## src/uert_pkg.sv

```systemverilog
package uert_pkg;

	localparam int CAP_W   = 16;
	localparam int CNT_W   = 16;
	localparam int WIDTH_W = 32;
	localparam int DIST_W  = 27;
	localparam int LIM_W   = 16;
	localparam int LVL_W   = 2;
	localparam int IDX_W   = 1;

	// floor(width * 343 / 20000) is split as width = a * 20000 + b:
	//   a = floor(width / 20000), b = width - a * 20000
	//   distance = a * 343 + floor(b * 343 / 20000)
	// Each division by 20000 is a shift by 5 and a reciprocal multiply for 625.
	localparam int QUO_W   = 18;   // floor((2^32 - 1) / 20000) < 2^18
	localparam int REM_W   = 15;   // remainder below 20000
	localparam int PROD_W  = 23;   // b * 343 below 6860000
	localparam int FRAC_W  = 9;    // floor(b * 343 / 20000) at most 342
	localparam int DEN_SHIFT = 5;  // 20000 = 625 * 32

	localparam int RECIP_HI_W     = 28;
	localparam int RECIP_HI_SHIFT = 37;
	localparam logic [RECIP_HI_W-1:0] RECIP_HI = 28'd219902326; // ceil(2^37 / 625)

	localparam int RECIP_LO_W     = 19;
	localparam int RECIP_LO_SHIFT = 28;
	localparam logic [RECIP_LO_W-1:0] RECIP_LO = 19'd429497;    // ceil(2^28 / 625)

	localparam logic [14:0] SOUND_DEN = 15'd20000;
	localparam logic [8:0]  SOUND_NUM = 9'd343;

	localparam logic [DIST_W-1:0] CLOSEST_RESET = 27'd9999;
	localparam logic [LIM_W-1:0]  NEAR_RESET    = 16'd30;
	localparam logic [LIM_W-1:0]  FAR_RESET     = 16'd100;

	localparam logic KIND_TICK    = 1'b0;
	localparam logic KIND_CAPTURE = 1'b1;

	localparam logic [IDX_W-1:0] CFG_NEAR = 1'b0;
	localparam logic [IDX_W-1:0] CFG_FAR  = 1'b1;

	typedef enum logic [LVL_W-1:0] {
		LVL_FAR  = 2'd0,
		LVL_PROX = 2'd1,
		LVL_HIGH = 2'd2,
		LVL_NONE = 2'd3
	} level_t;

	typedef struct packed {
		logic               valid;
		logic [WIDTH_W-1:0] width;
	} pulse_t;

	typedef struct packed {
		logic              valid;
		logic [DIST_W-1:0] cm;
	} range_t;

endpackage

```

## src/uert_if.sv

```systemverilog
interface uert_in_if;
	import uert_pkg::*;

	logic             valid;
	logic             ready;
	logic             kind;
	logic [CAP_W-1:0] capture_value;

	modport source (output valid, output kind, output capture_value, input ready);
	modport sink (input valid, input kind, input capture_value, output ready);
endinterface

interface uert_out_if;
	import uert_pkg::*;

	logic              valid;
	logic              ready;
	logic [DIST_W-1:0] distance_cm;
	logic [DIST_W-1:0] closest_cm;
	logic [LVL_W-1:0]  alert_level;
	logic              level_changed;

	modport source (output valid, output distance_cm, output closest_cm,
		output alert_level, output level_changed, input ready);
	modport sink (input valid, input distance_cm, input closest_cm,
		input alert_level, input level_changed, output ready);
endinterface

```

## src/uert_timing.sv

```systemverilog
module uert_timing (
	input  logic                   clk,
	input  logic                   arst_n,
	input  logic                   en,
	input  logic                   take,
	input  logic                   kind,
	input  logic [uert_pkg::CAP_W-1:0] capture_value,
	output uert_pkg::pulse_t       pulse_s1
);
	import uert_pkg::*;

	logic [CNT_W-1:0]   ovf_q;
	logic [CAP_W-1:0]   start_q;
	logic               await_q;
	logic [WIDTH_W-1:0] end_time;
	logic               falling;

	// overflow count forms the upper half of the end time
	assign end_time = {ovf_q, capture_value};
	assign falling  = take && (kind == KIND_CAPTURE) && await_q;

	always_ff @(posedge clk or negedge arst_n) begin
		if (!arst_n) begin
			ovf_q   <= '0;
			start_q <= '0;
			await_q <= 1'b0;
		end else if (take) begin
			case (kind)
				KIND_TICK: begin
					ovf_q <= ovf_q + 1'b1;
				end
				KIND_CAPTURE: begin
					if (!await_q) begin
						ovf_q   <= '0;
						start_q <= capture_value;
						await_q <= 1'b1;
					end else begin
						await_q <= 1'b0;
					end
				end
				default: begin
					ovf_q <= ovf_q;
				end
			endcase
		end
	end

	always_ff @(posedge clk or negedge arst_n) begin
		if (!arst_n) begin
			pulse_s1 <= '0;
		end else if (en) begin
			pulse_s1.valid <= falling;
			pulse_s1.width <= end_time - {{(WIDTH_W-CAP_W){1'b0}}, start_q};
		end
	end
endmodule

```

## src/uert_dist.sv

```systemverilog
module uert_dist (
	input  logic             clk,
	input  logic             arst_n,
	input  logic             en,
	input  uert_pkg::pulse_t pulse_s1,
	output uert_pkg::range_t range_s5
);
	import uert_pkg::*;

	localparam int HI_IN_W  = WIDTH_W - DEN_SHIFT;
	localparam int HI_P_W   = HI_IN_W + RECIP_HI_W;
	localparam int LO_IN_W  = PROD_W - DEN_SHIFT;
	localparam int LO_P_W   = LO_IN_W + RECIP_LO_W;

	logic [2:0] valid_q;

	logic [QUO_W-1:0]   quo_s2;
	logic [WIDTH_W-1:0] wid_s2;
	logic [QUO_W-1:0]   quo_s3;
	logic [REM_W-1:0]   rem_s3;
	logic [DIST_W-1:0]  whole_s4;
	logic [PROD_W-1:0]  part_s4;

	logic [HI_P_W-1:0]  hi_prod;
	logic [WIDTH_W-1:0] back_prod;
	logic [WIDTH_W-1:0] rem_full;
	logic [DIST_W-1:0]  whole_full;
	logic [PROD_W-1:0]  part_full;
	logic [LO_P_W-1:0]  lo_prod;
	logic [FRAC_W-1:0]  frac;

	// quotient by 20000: shift out 32, then reciprocal multiply for 625
	assign hi_prod = HI_P_W'(pulse_s1.width[WIDTH_W-1:DEN_SHIFT]) * HI_P_W'(RECIP_HI);

	assign back_prod = WIDTH_W'(quo_s2) * WIDTH_W'(SOUND_DEN);
	assign rem_full  = wid_s2 - back_prod;

	assign whole_full = DIST_W'(quo_s3) * DIST_W'(SOUND_NUM);
	assign part_full  = PROD_W'(rem_s3) * PROD_W'(SOUND_NUM);

	assign lo_prod = LO_P_W'(part_s4[PROD_W-1:DEN_SHIFT]) * LO_P_W'(RECIP_LO);
	assign frac    = lo_prod[RECIP_LO_SHIFT +: FRAC_W];

	// valid walks alongside the data: s2, s3, s4, then s5
	always_ff @(posedge clk or negedge arst_n) begin
		if (!arst_n) begin
			valid_q  <= '0;
			range_s5 <= '0;
		end else if (en) begin
			valid_q        <= {valid_q[1:0], pulse_s1.valid};
			range_s5.valid <= valid_q[2];
			range_s5.cm    <= whole_s4 + DIST_W'(frac);
		end
	end

	always_ff @(posedge clk) begin
		if (en) begin
			quo_s2        <= hi_prod[RECIP_HI_SHIFT +: QUO_W];
			wid_s2        <= pulse_s1.width;
			quo_s3        <= quo_s2;
			rem_s3        <= rem_full[REM_W-1:0];
			whole_s4      <= whole_full;
			part_s4       <= part_full;
		end
	end
endmodule

```

## src/uert_threat.sv

```systemverilog
module uert_threat (
	input  logic                          clk,
	input  logic                          arst_n,
	input  logic                          en,
	input  logic                          cfg_we,
	input  logic [uert_pkg::IDX_W-1:0]    cfg_index,
	input  logic [uert_pkg::LIM_W-1:0]    cfg_data,
	input  uert_pkg::range_t              range_s5,
	output logic                          out_valid,
	output logic [uert_pkg::DIST_W-1:0]   distance_cm,
	output logic [uert_pkg::DIST_W-1:0]   closest_cm,
	output logic [uert_pkg::LVL_W-1:0]    alert_level,
	output logic                          level_changed
);
	import uert_pkg::*;

	logic [LIM_W-1:0]  near_q;
	logic [LIM_W-1:0]  far_q;
	logic [DIST_W-1:0] closest_q;
	level_t            prev_q;
	logic [DIST_W-1:0] new_min;
	level_t            level;

	always_ff @(posedge clk or negedge arst_n) begin
		if (!arst_n) begin
			near_q <= NEAR_RESET;
			far_q  <= FAR_RESET;
		end else if (cfg_we) begin
			case (cfg_index)
				CFG_NEAR: near_q <= cfg_data;
				CFG_FAR:  far_q  <= cfg_data;
				default:  near_q <= near_q;
			endcase
		end
	end

	// never raise the minimum; the near test wins over the far test
	always_comb begin
		new_min = (range_s5.cm < closest_q) ? range_s5.cm : closest_q;
		if (new_min < DIST_W'(near_q)) begin
			level = LVL_HIGH;
		end else if (new_min <= DIST_W'(far_q)) begin
			level = LVL_PROX;
		end else begin
			level = LVL_FAR;
		end
	end

	always_ff @(posedge clk or negedge arst_n) begin
		if (!arst_n) begin
			out_valid <= 1'b0;
			closest_q <= CLOSEST_RESET;
			prev_q    <= LVL_NONE;
		end else if (en) begin
			out_valid <= range_s5.valid;
			if (range_s5.valid) begin
				closest_q <= new_min;
				prev_q    <= level;
			end
		end
	end

	always_ff @(posedge clk) begin
		if (en && range_s5.valid) begin
			distance_cm   <= range_s5.cm;
			closest_cm    <= new_min;
			alert_level   <= LVL_W'(level);
			level_changed <= (level != prev_q);
		end
	end
endmodule

```

## src/ultrasonic_echo_range_threat_top.sv

```systemverilog
// Channel  Role   Transfer carries
// -------  -----  ---------------------------------------------------------
// in_ch    sink   kind (tick / capture), capture_value
// out_ch   source distance_cm, closest_cm, alert_level, level_changed
// cfg      write  cfg_we, cfg_index (0 near limit, 1 far limit), cfg_data
//
// One timer event is taken every cycle while out_ch is not stalled. A falling
// capture passes six registers: the input stage forms the pulse width, four
// stages run the constant multiplies that turn it into centimetres, and the
// result register applies the running minimum and the threat classification.
// The result is offered on out_ch from the result register and leaves when
// out_ch.ready is high. Reset (arst_n low) clears the counters, the edge
// phase, the minimum (9999) and the limits (30, 100). While out_ch holds a
// result that is not taken, the whole pipeline and in_ch hold.
module ultrasonic_echo_range_threat_top (
	input  logic                       clk,
	input  logic                       arst_n,
	uert_in_if.sink                    in_ch,
	uert_out_if.source                 out_ch,
	input  logic                       cfg_we,
	input  logic [uert_pkg::IDX_W-1:0] cfg_index,
	input  logic [uert_pkg::LIM_W-1:0] cfg_data
);
	import uert_pkg::*;

	logic   en;
	logic   take;
	pulse_t pulse_s1;
	range_t range_s5;

	// advance everything unless a finished result is waiting at the output
	assign en          = !out_ch.valid || out_ch.ready;
	assign in_ch.ready = en;
	assign take        = in_ch.valid && en;

	// edge pairing, overflow counting and pulse width
	uert_timing u_timing (
		.clk           (clk),
		.arst_n        (arst_n),
		.en            (en),
		.take          (take),
		.kind          (in_ch.kind),
		.capture_value (in_ch.capture_value),
		.pulse_s1      (pulse_s1)
	);

	// width in microseconds to whole centimetres
	uert_dist u_dist (
		.clk      (clk),
		.arst_n   (arst_n),
		.en       (en),
		.pulse_s1 (pulse_s1),
		.range_s5 (range_s5)
	);

	// running minimum, limits, threat level and output register
	uert_threat u_threat (
		.clk           (clk),
		.arst_n        (arst_n),
		.en            (en),
		.cfg_we        (cfg_we),
		.cfg_index     (cfg_index),
		.cfg_data      (cfg_data),
		.range_s5      (range_s5),
		.out_valid     (out_ch.valid),
		.distance_cm   (out_ch.distance_cm),
		.closest_cm    (out_ch.closest_cm),
		.alert_level   (out_ch.alert_level),
		.level_changed (out_ch.level_changed)
	);
endmodule
```

## src/flat_wrapper.sv

```systemverilog
// flat-port wrapper written by rule: the top's interface ports become plain ports
module ultrasonic_echo_range_threat_top_flat import uert_pkg::*;
  (clk, arst_n, cfg_we, cfg_index, cfg_data, in_ch_valid, in_ch_kind, in_ch_capture_value, in_ch_ready, out_ch_valid, out_ch_distance_cm, out_ch_closest_cm, out_ch_alert_level, out_ch_level_changed, out_ch_ready);
  uert_in_if in_ch_i ();
  uert_out_if out_ch_i ();
  input  logic clk;
  input  logic arst_n;
  input  logic cfg_we;
  input  logic [uert_pkg::IDX_W-1:0] cfg_index;
  input  logic [uert_pkg::LIM_W-1:0] cfg_data;
  input wire logic [$bits(in_ch_i.valid)-1:0] in_ch_valid;
  input wire logic [$bits(in_ch_i.kind)-1:0] in_ch_kind;
  input wire logic [$bits(in_ch_i.capture_value)-1:0] in_ch_capture_value;
  output wire logic [$bits(in_ch_i.ready)-1:0] in_ch_ready;
  output wire logic [$bits(out_ch_i.valid)-1:0] out_ch_valid;
  output wire logic [$bits(out_ch_i.distance_cm)-1:0] out_ch_distance_cm;
  output wire logic [$bits(out_ch_i.closest_cm)-1:0] out_ch_closest_cm;
  output wire logic [$bits(out_ch_i.alert_level)-1:0] out_ch_alert_level;
  output wire logic [$bits(out_ch_i.level_changed)-1:0] out_ch_level_changed;
  input wire logic [$bits(out_ch_i.ready)-1:0] out_ch_ready;
  assign in_ch_i.valid = in_ch_valid;
  assign in_ch_i.kind = in_ch_kind;
  assign in_ch_i.capture_value = in_ch_capture_value;
  assign in_ch_ready = in_ch_i.ready;
  assign out_ch_valid = out_ch_i.valid;
  assign out_ch_distance_cm = out_ch_i.distance_cm;
  assign out_ch_closest_cm = out_ch_i.closest_cm;
  assign out_ch_alert_level = out_ch_i.alert_level;
  assign out_ch_level_changed = out_ch_i.level_changed;
  assign out_ch_i.ready = out_ch_ready;
  ultrasonic_echo_range_threat_top u_core (.clk(clk), .arst_n(arst_n), .in_ch(in_ch_i), .out_ch(out_ch_i), .cfg_we(cfg_we), .cfg_index(cfg_index), .cfg_data(cfg_data));
endmodule
```

## config.mk

```make
export PLATFORM = sky130hd
export DESIGN_NAME = ultrasonic_echo_range_threat_top_flat
export DESIGN_NICKNAME = d
export VERILOG_FILES = /design/src/uert_pkg.sv /design/src/uert_if.sv /design/src/uert_timing.sv /design/src/uert_dist.sv /design/src/uert_threat.sv /design/src/ultrasonic_echo_range_threat_top.sv /design/src/flat_wrapper.sv
export SDC_FILE = /design/constraint.sdc
export NUM_CORES = 2
export LEC_CHECK = 0
export ABC_AREA = 1
export BUFFER_PORTS_ARGS = -buffer_cell sky130_fd_sc_hd__buf_2
export CAP_MARGIN = 40
export CORE_UTILIZATION = 62
export CTS_CLUSTER_DIAMETER = 50
export DETAILED_ROUTE_END_ITERATION = 10
export PLACE_DENSITY = 0.79
export SYNTH_ARGS = -nofsm -noshare
export SYNTH_HDL_FRONTEND = slang
export SYNTH_HIERARCHICAL = 1
export SYNTH_SLANG_ARGS = --single-unit
```

## constraint.sdc

```tcl
create_clock -name clk -period 10.45 [get_ports clk]
set_input_delay 1.5675 -clock clk [delete_from_list [all_inputs] [get_ports clk]]
set_output_delay 1.5675 -clock clk [all_outputs]
set_load 0.05 [all_outputs]
```

# Word-level counts from Yosys, hierarchy flattened
# Cells that the tools add are included.
# classes
add_sub_neg,4
multipliers,5
div_mod_pow,0
magnitude_cmp,3
n_eq_ne,2
n_shift,0
mux,6
bitwise,3
n_reduce_logical,12
# op_table
cell,n
$mul A27 B27 Y54 const B,1
$mul A18 B19 Y37 const B,1
$pmux W16 S2,1
$sub A32 B16 Y32,1
$add A27 B9 Y27,1
$le A27 B16 Y1,1
$lt A27 B16 Y1,1
$lt A27 B27 Y1,1
$mul A18 B9 Y27 const B,1
$mux W27,1
$mul A15 B9 Y23 const B,1
$mul A18 B10 Y10 const B,1
$add A16 B1 Y16 const B,1
$mux W16,1
$sub A15 B15 Y15,1
$reduce_and A2 Y1,5
$logic_and A1 B1 Y1,4
$not A1 Y1,3
$reduce_and A3 Y1,1
$mux W1,2
$mux W2,1
$ne A2 B2 Y1,1
$ne A2 B2 Y1 const B,1
$logic_not A1 Y1,1
$logic_or A1 B1 Y1,1
# totals
regBits,332
latchBits,0
ram_bits,0
mem_bits_ro,0
in_bits,39
out_inout_bits,59
word_cells,58
n_memories,0

# Longest topological paths before layout
# depth
ltp_word,6
depth_mapped,37
mapped_depth_nobuf,37

# Cells and area by module
# The synthesis kept the hierarchy.
# modules_own_cells
mod,instances,cells_per_inst,area_each_um2,seq_area_each_um2
uert_dist,1,3668,33134.3,4108.9
uert_threat,1,626,5994.5,3284.4
uert_timing,1,628,4324.1,1651.6
ultrasonic_echo_range_threat_top,1,4,20.0,0.0

# Worst setup path before layout
# OpenSTA, ideal clock, no wires.
# synth_timing
path_type,input to register
from,in out_ch_ready
to,reg u_core/u_threat/alert_level[0] (netlist name) (enable)
setup_ns,0.441
arrival_time_ns,7.002
t_required_ns,10.009
slack_ns,3.007
stages,5
n_path_buf,1
cell_sequence,inv_1 > nand2_1 > nand2_1 > inv_2 > clkbuf_1
# synth_via
elab_chain_len,2
# synth_lines
element,line,text
"start, declared",flat_wrapper.sv:20,input wire logic [$bits(out_ch_i.ready)-1:0] out_ch_ready;
$logic_or A1 B1 Y1,ultrasonic_echo_range_threat_top.sv:32,assign en = !out_ch.valid || out_ch.ready;
via in_ch_ready,flat_wrapper.sv:14,output wire logic [$bits(in_ch_i.ready)-1:0] in_ch_ready;
$logic_and A1 B1 Y1,uert_threat.sv:64,if (en && range_s5.valid) begin
"end signal, assigned",uert_threat.sv:67,alert_level <= LVL_W'(level);
"end, declared",uert_threat.sv:12,"output logic [uert_pkg::LVL_W-1:0] alert_level,"
# The timed path passes the listed nets, and every way through them passes these cells.
# A chain may end at the register's enable or synchronous reset.

# Final worst setup path
# layout_timing
from,reg u_core.u_dist.part_s4[20]
to,reg u_core/u_dist/range_s5[22] (netlist name)
# layout_via
elab_chain_len,2
# layout_lines
element,line,text
"start, declared",uert_dist.sv:22,logic [PROD_W-1:0] part_s4;
"start signal, assigned",uert_dist.sv:63,part_s4 <= part_full;
$mul A18 B19 Y37,uert_dist.sv:41,assign lo_prod = LO_P_W'(part_s4[PROD_W-1:DEN_SHIFT]) * LO_P_W'(RECIP_LO);
$add A27 B9 Y27,uert_dist.sv:52,range_s5.cm <= whole_s4 + DIST_W'(frac);
# Every way passes these cells.

==> results.ini <==
[timing]
setup_tns_ns=0
period_needed_ns=6.65
slew_headroom_pct=41.2
min_period_over_period_pct=63.7
rsz0062_at_grt=no
fmax_mhz=150
final_hold_viol_count=0
setup_viol=0
maxSlewViolCount=0
skew_ns=0.0479
worstMarginPinSlew_ns=0.882

[synthesis]
ys_seq_area_share_pct=20.8
ys.warnings.count=6
ys_async_sr_fraction_pct=48.6
yosys.area.top_type=fa_1
synth_ff_type=edfxtp_1
synth_most_common_cell=inv_1
synth_nets=6196
netlist_area_um2=43500
synth_edf_count=168
netlist_instances=4926
syn_area_per_cell_um2=8.83
synthDistinctLibCells=53
synth_area_leaders=fa_1 26%, ha_1 19%, edfxtp_1 12%, inv_1 11%, dfrtp_1 8.2%
synth_top_area_share_pct=26.2
ys_top_cells_by_count=1217 x inv_1, 890 x nand2_1, 662 x ha_1
ys_ff_latch=327

[worst_setup_path]
end_kind=flop
rrSetupSlack_ns=3.80
arrival_ns=7.13
crit_path_top_delay_cell=fa_1
critPathRequiredTime_ns=10.93
r2r-end=u_core/u_dist/range_s5[22]
critPathMaxFanout=6
ff2ff_path_depth=31
startpoint=u_core/u_dist/part_s4[20]
slowest_delay_ns=0.56
cp_common_cell=nand2_1
worstSetupPathType=reg -> reg
start_kind=flop
r2r_start=u_core/u_dist/part_s4[20]

[finish]
drive_gt1_share_pct=5.43
insertedDiodeCount=0
areaGrowthSynthToFinish_pct=7.25
finish.net_count=6316

[clock_network]
root_buffer=clkbuf_16
cts.sinks=327
insertion_delay_ns=0.61
holdBufCountCts=0
numCtsBuffers=45
post_cts_buffers=0
cts-resized-gates=0
htree_levels=2
clkTransAtPathRegs_ns=0.05
cts_tree=done
cts_buffer_depth=3

[global_route]
grt_pass1_vias=33717
grt-ovfl-total=0
track_usage_pct=31.1
antenna_found_initial=0
grt_max_degree=77
grt_pass1_wl_um=173000

[routing]
ant_nets=0
wl_per_cell_um=17.7
drt_iter0_drc=2688
vias_per_cell=5.45
drc_errors=0
first_pass_iters=6
finalWirelength_um=106000
dr_total_vias=32768

[die]
coreArea_um2=68900
io_pins=98
die_w_um=267
start_util_pct=63.1
die_y_um=267
rows=96
dieArea_um2=71200

[min_path]
holdPathStages=0
holdCritPathClass=reg -> reg
holdPathEnd=u_core/u_dist/rem_s3[4]
hold_path_startpoint=u_core/u_dist/wid_s2[4]

[job]
maxCapViolCount=0

[place]
io_buffers=97
place_congestion=0.973
hpwl_um=90700

[outcome]
status=finished clean

==> routing by layer <==
| layer | part of all wire (%) | vias to the layer above | track usage [%] |
|---|---|---|---|
| li1 | - | 15639 | - |
| met1 | 41 | 15850 | 40.5 |
| met2 | 49 | 1043 | 52.8 |
| met3 | 5.6 | 236 | 3.65 |
| met4 | 4.3 | 0 | 12.5 |
| met5 | 0 | - | 0 |
==> final cells by class <==
cell class,instances,area (µm²)
Multi-Input combinational cell,3335,29700
Fill cell,5535,22300
Sequential cell,327,9040
Inverter,1228,4610
Clock buffer,55,1180
Tap cell,931,1160
Timing Repair Buffer,109,624
Clock inverter,29,333
==> sequential cells by signal, summed over array words and instances, names as in the netlist <==
register,count
u_core/u_threat/alert_level,2
u_core/u_threat/far_q,16
u_core/u_timing/ovf_q,16
u_core/u_threat/level_changed,1
u_core/u_threat/distance_cm,27
u_core/u_threat/closest_q,27
u_core/u_timing/pulse_s1,33
u_core/u_dist/whole_s4,27
u_core/u_threat/near_q,16
u_core/u_dist/rem_s3,15
u_core/u_threat/closest_cm,27
u_core/u_threat/prev_q,2
u_core/u_dist/valid_q,3
u_core/u_dist/range_s5,28
u_core/u_timing/start_q,16
u_core/u_dist/wid_s2,15
u_core/u_timing/await_q,1
u_core/u_threat/out_valid,1
u_core/u_dist/quo_s3,18
u_core/u_dist/part_s4,18
u_core/u_dist/quo_s2,18
==> how the worst max path moves through the flow <==
| stage | end | cells after the start |
|---|---|---|
| after floorplan | u_core/u_threat/alert_level[0] | 5 |
| after global placement | u_core/u_dist/range_s5[22] | 33 |
| after detailed placement | u_core/u_dist/range_s5[10] | 29 |
| after CTS | u_core/u_dist/range_s5[22] | 33 |
| after global routing | u_core/u_dist/range_s5[21] | 30 |
| final | u_core/u_dist/range_s5[22] | 31 |
==> critical path, delay by kind of cell, from the launching register on <==
kind	cells	cell delay, ns
adders and majority gates	8	3.82
and+or+nand+nor	15	1.35
AOI/OAI and AO/OA	3	0.59
DFF	1	0.50
buffers and inverters	5	0.28
==> kinds of logic after synthesis <==
logic type | Yosys count | share of synthesized area (%)
adders and majority gates | 1231 | 45.3
xor gates and xnor gates | 93 | 1.87
AOI/OAI and AO/OA | 514 | 6.45
and+or+nand+nor | 1497 | 14.6
buffers and inverters | 1264 | 11.0
DFF | 327 | 20.8
==> placed cells by master (no fill, tap or decap), types with 5 or more instances in the layout <==
cell type	instances
buf_4	8
o21a_1	6
o21ai_2	5
clkbuf_1	8
buf_2	96
clkbuf_16	45
clkinv_2	5
o21bai_1	30
nand2_2	17
nand3b_1	11
dfstp_2	17
inv_2	11
a31oi_1	14
edfxtp_1	168
nand3_2	6
xor2_1	55
o21ai_1	10
nor3_1	41
dfrtp_1	142
inv_1	1217
nor4_1	12
nor3_2	11
inv_6	7
nand2_1	889
a21oi_1	217
nand4_1	58
xnor2_1	38
a21o_1	15
fa_1	569
nor2_2	8
o31ai_1	5
nand3_1	161
ha_1	662
nor2_1	265
o21ai_0	196
==> per-stage QoR <==
step                      instance area [µm²]  setup slack, ns  cells  hold WS, ns  utilization [%]
after global placement                  45000             3.85   5926        0.401             65.3
after global routing                    46600             3.32   6014        0.389             67.6
after CTS                               46600             3.80   6014        0.371             67.6
after floorplan                         43500             3.01   4926        0.400                -
final                                   46600             3.80   6014        0.395             67.6
after detailed placement                45100             3.80   5930        0.406             65.4
Power is not shown: default switching activity piles up to over one toggle a cycle in this logic, so the estimate is an artifact.
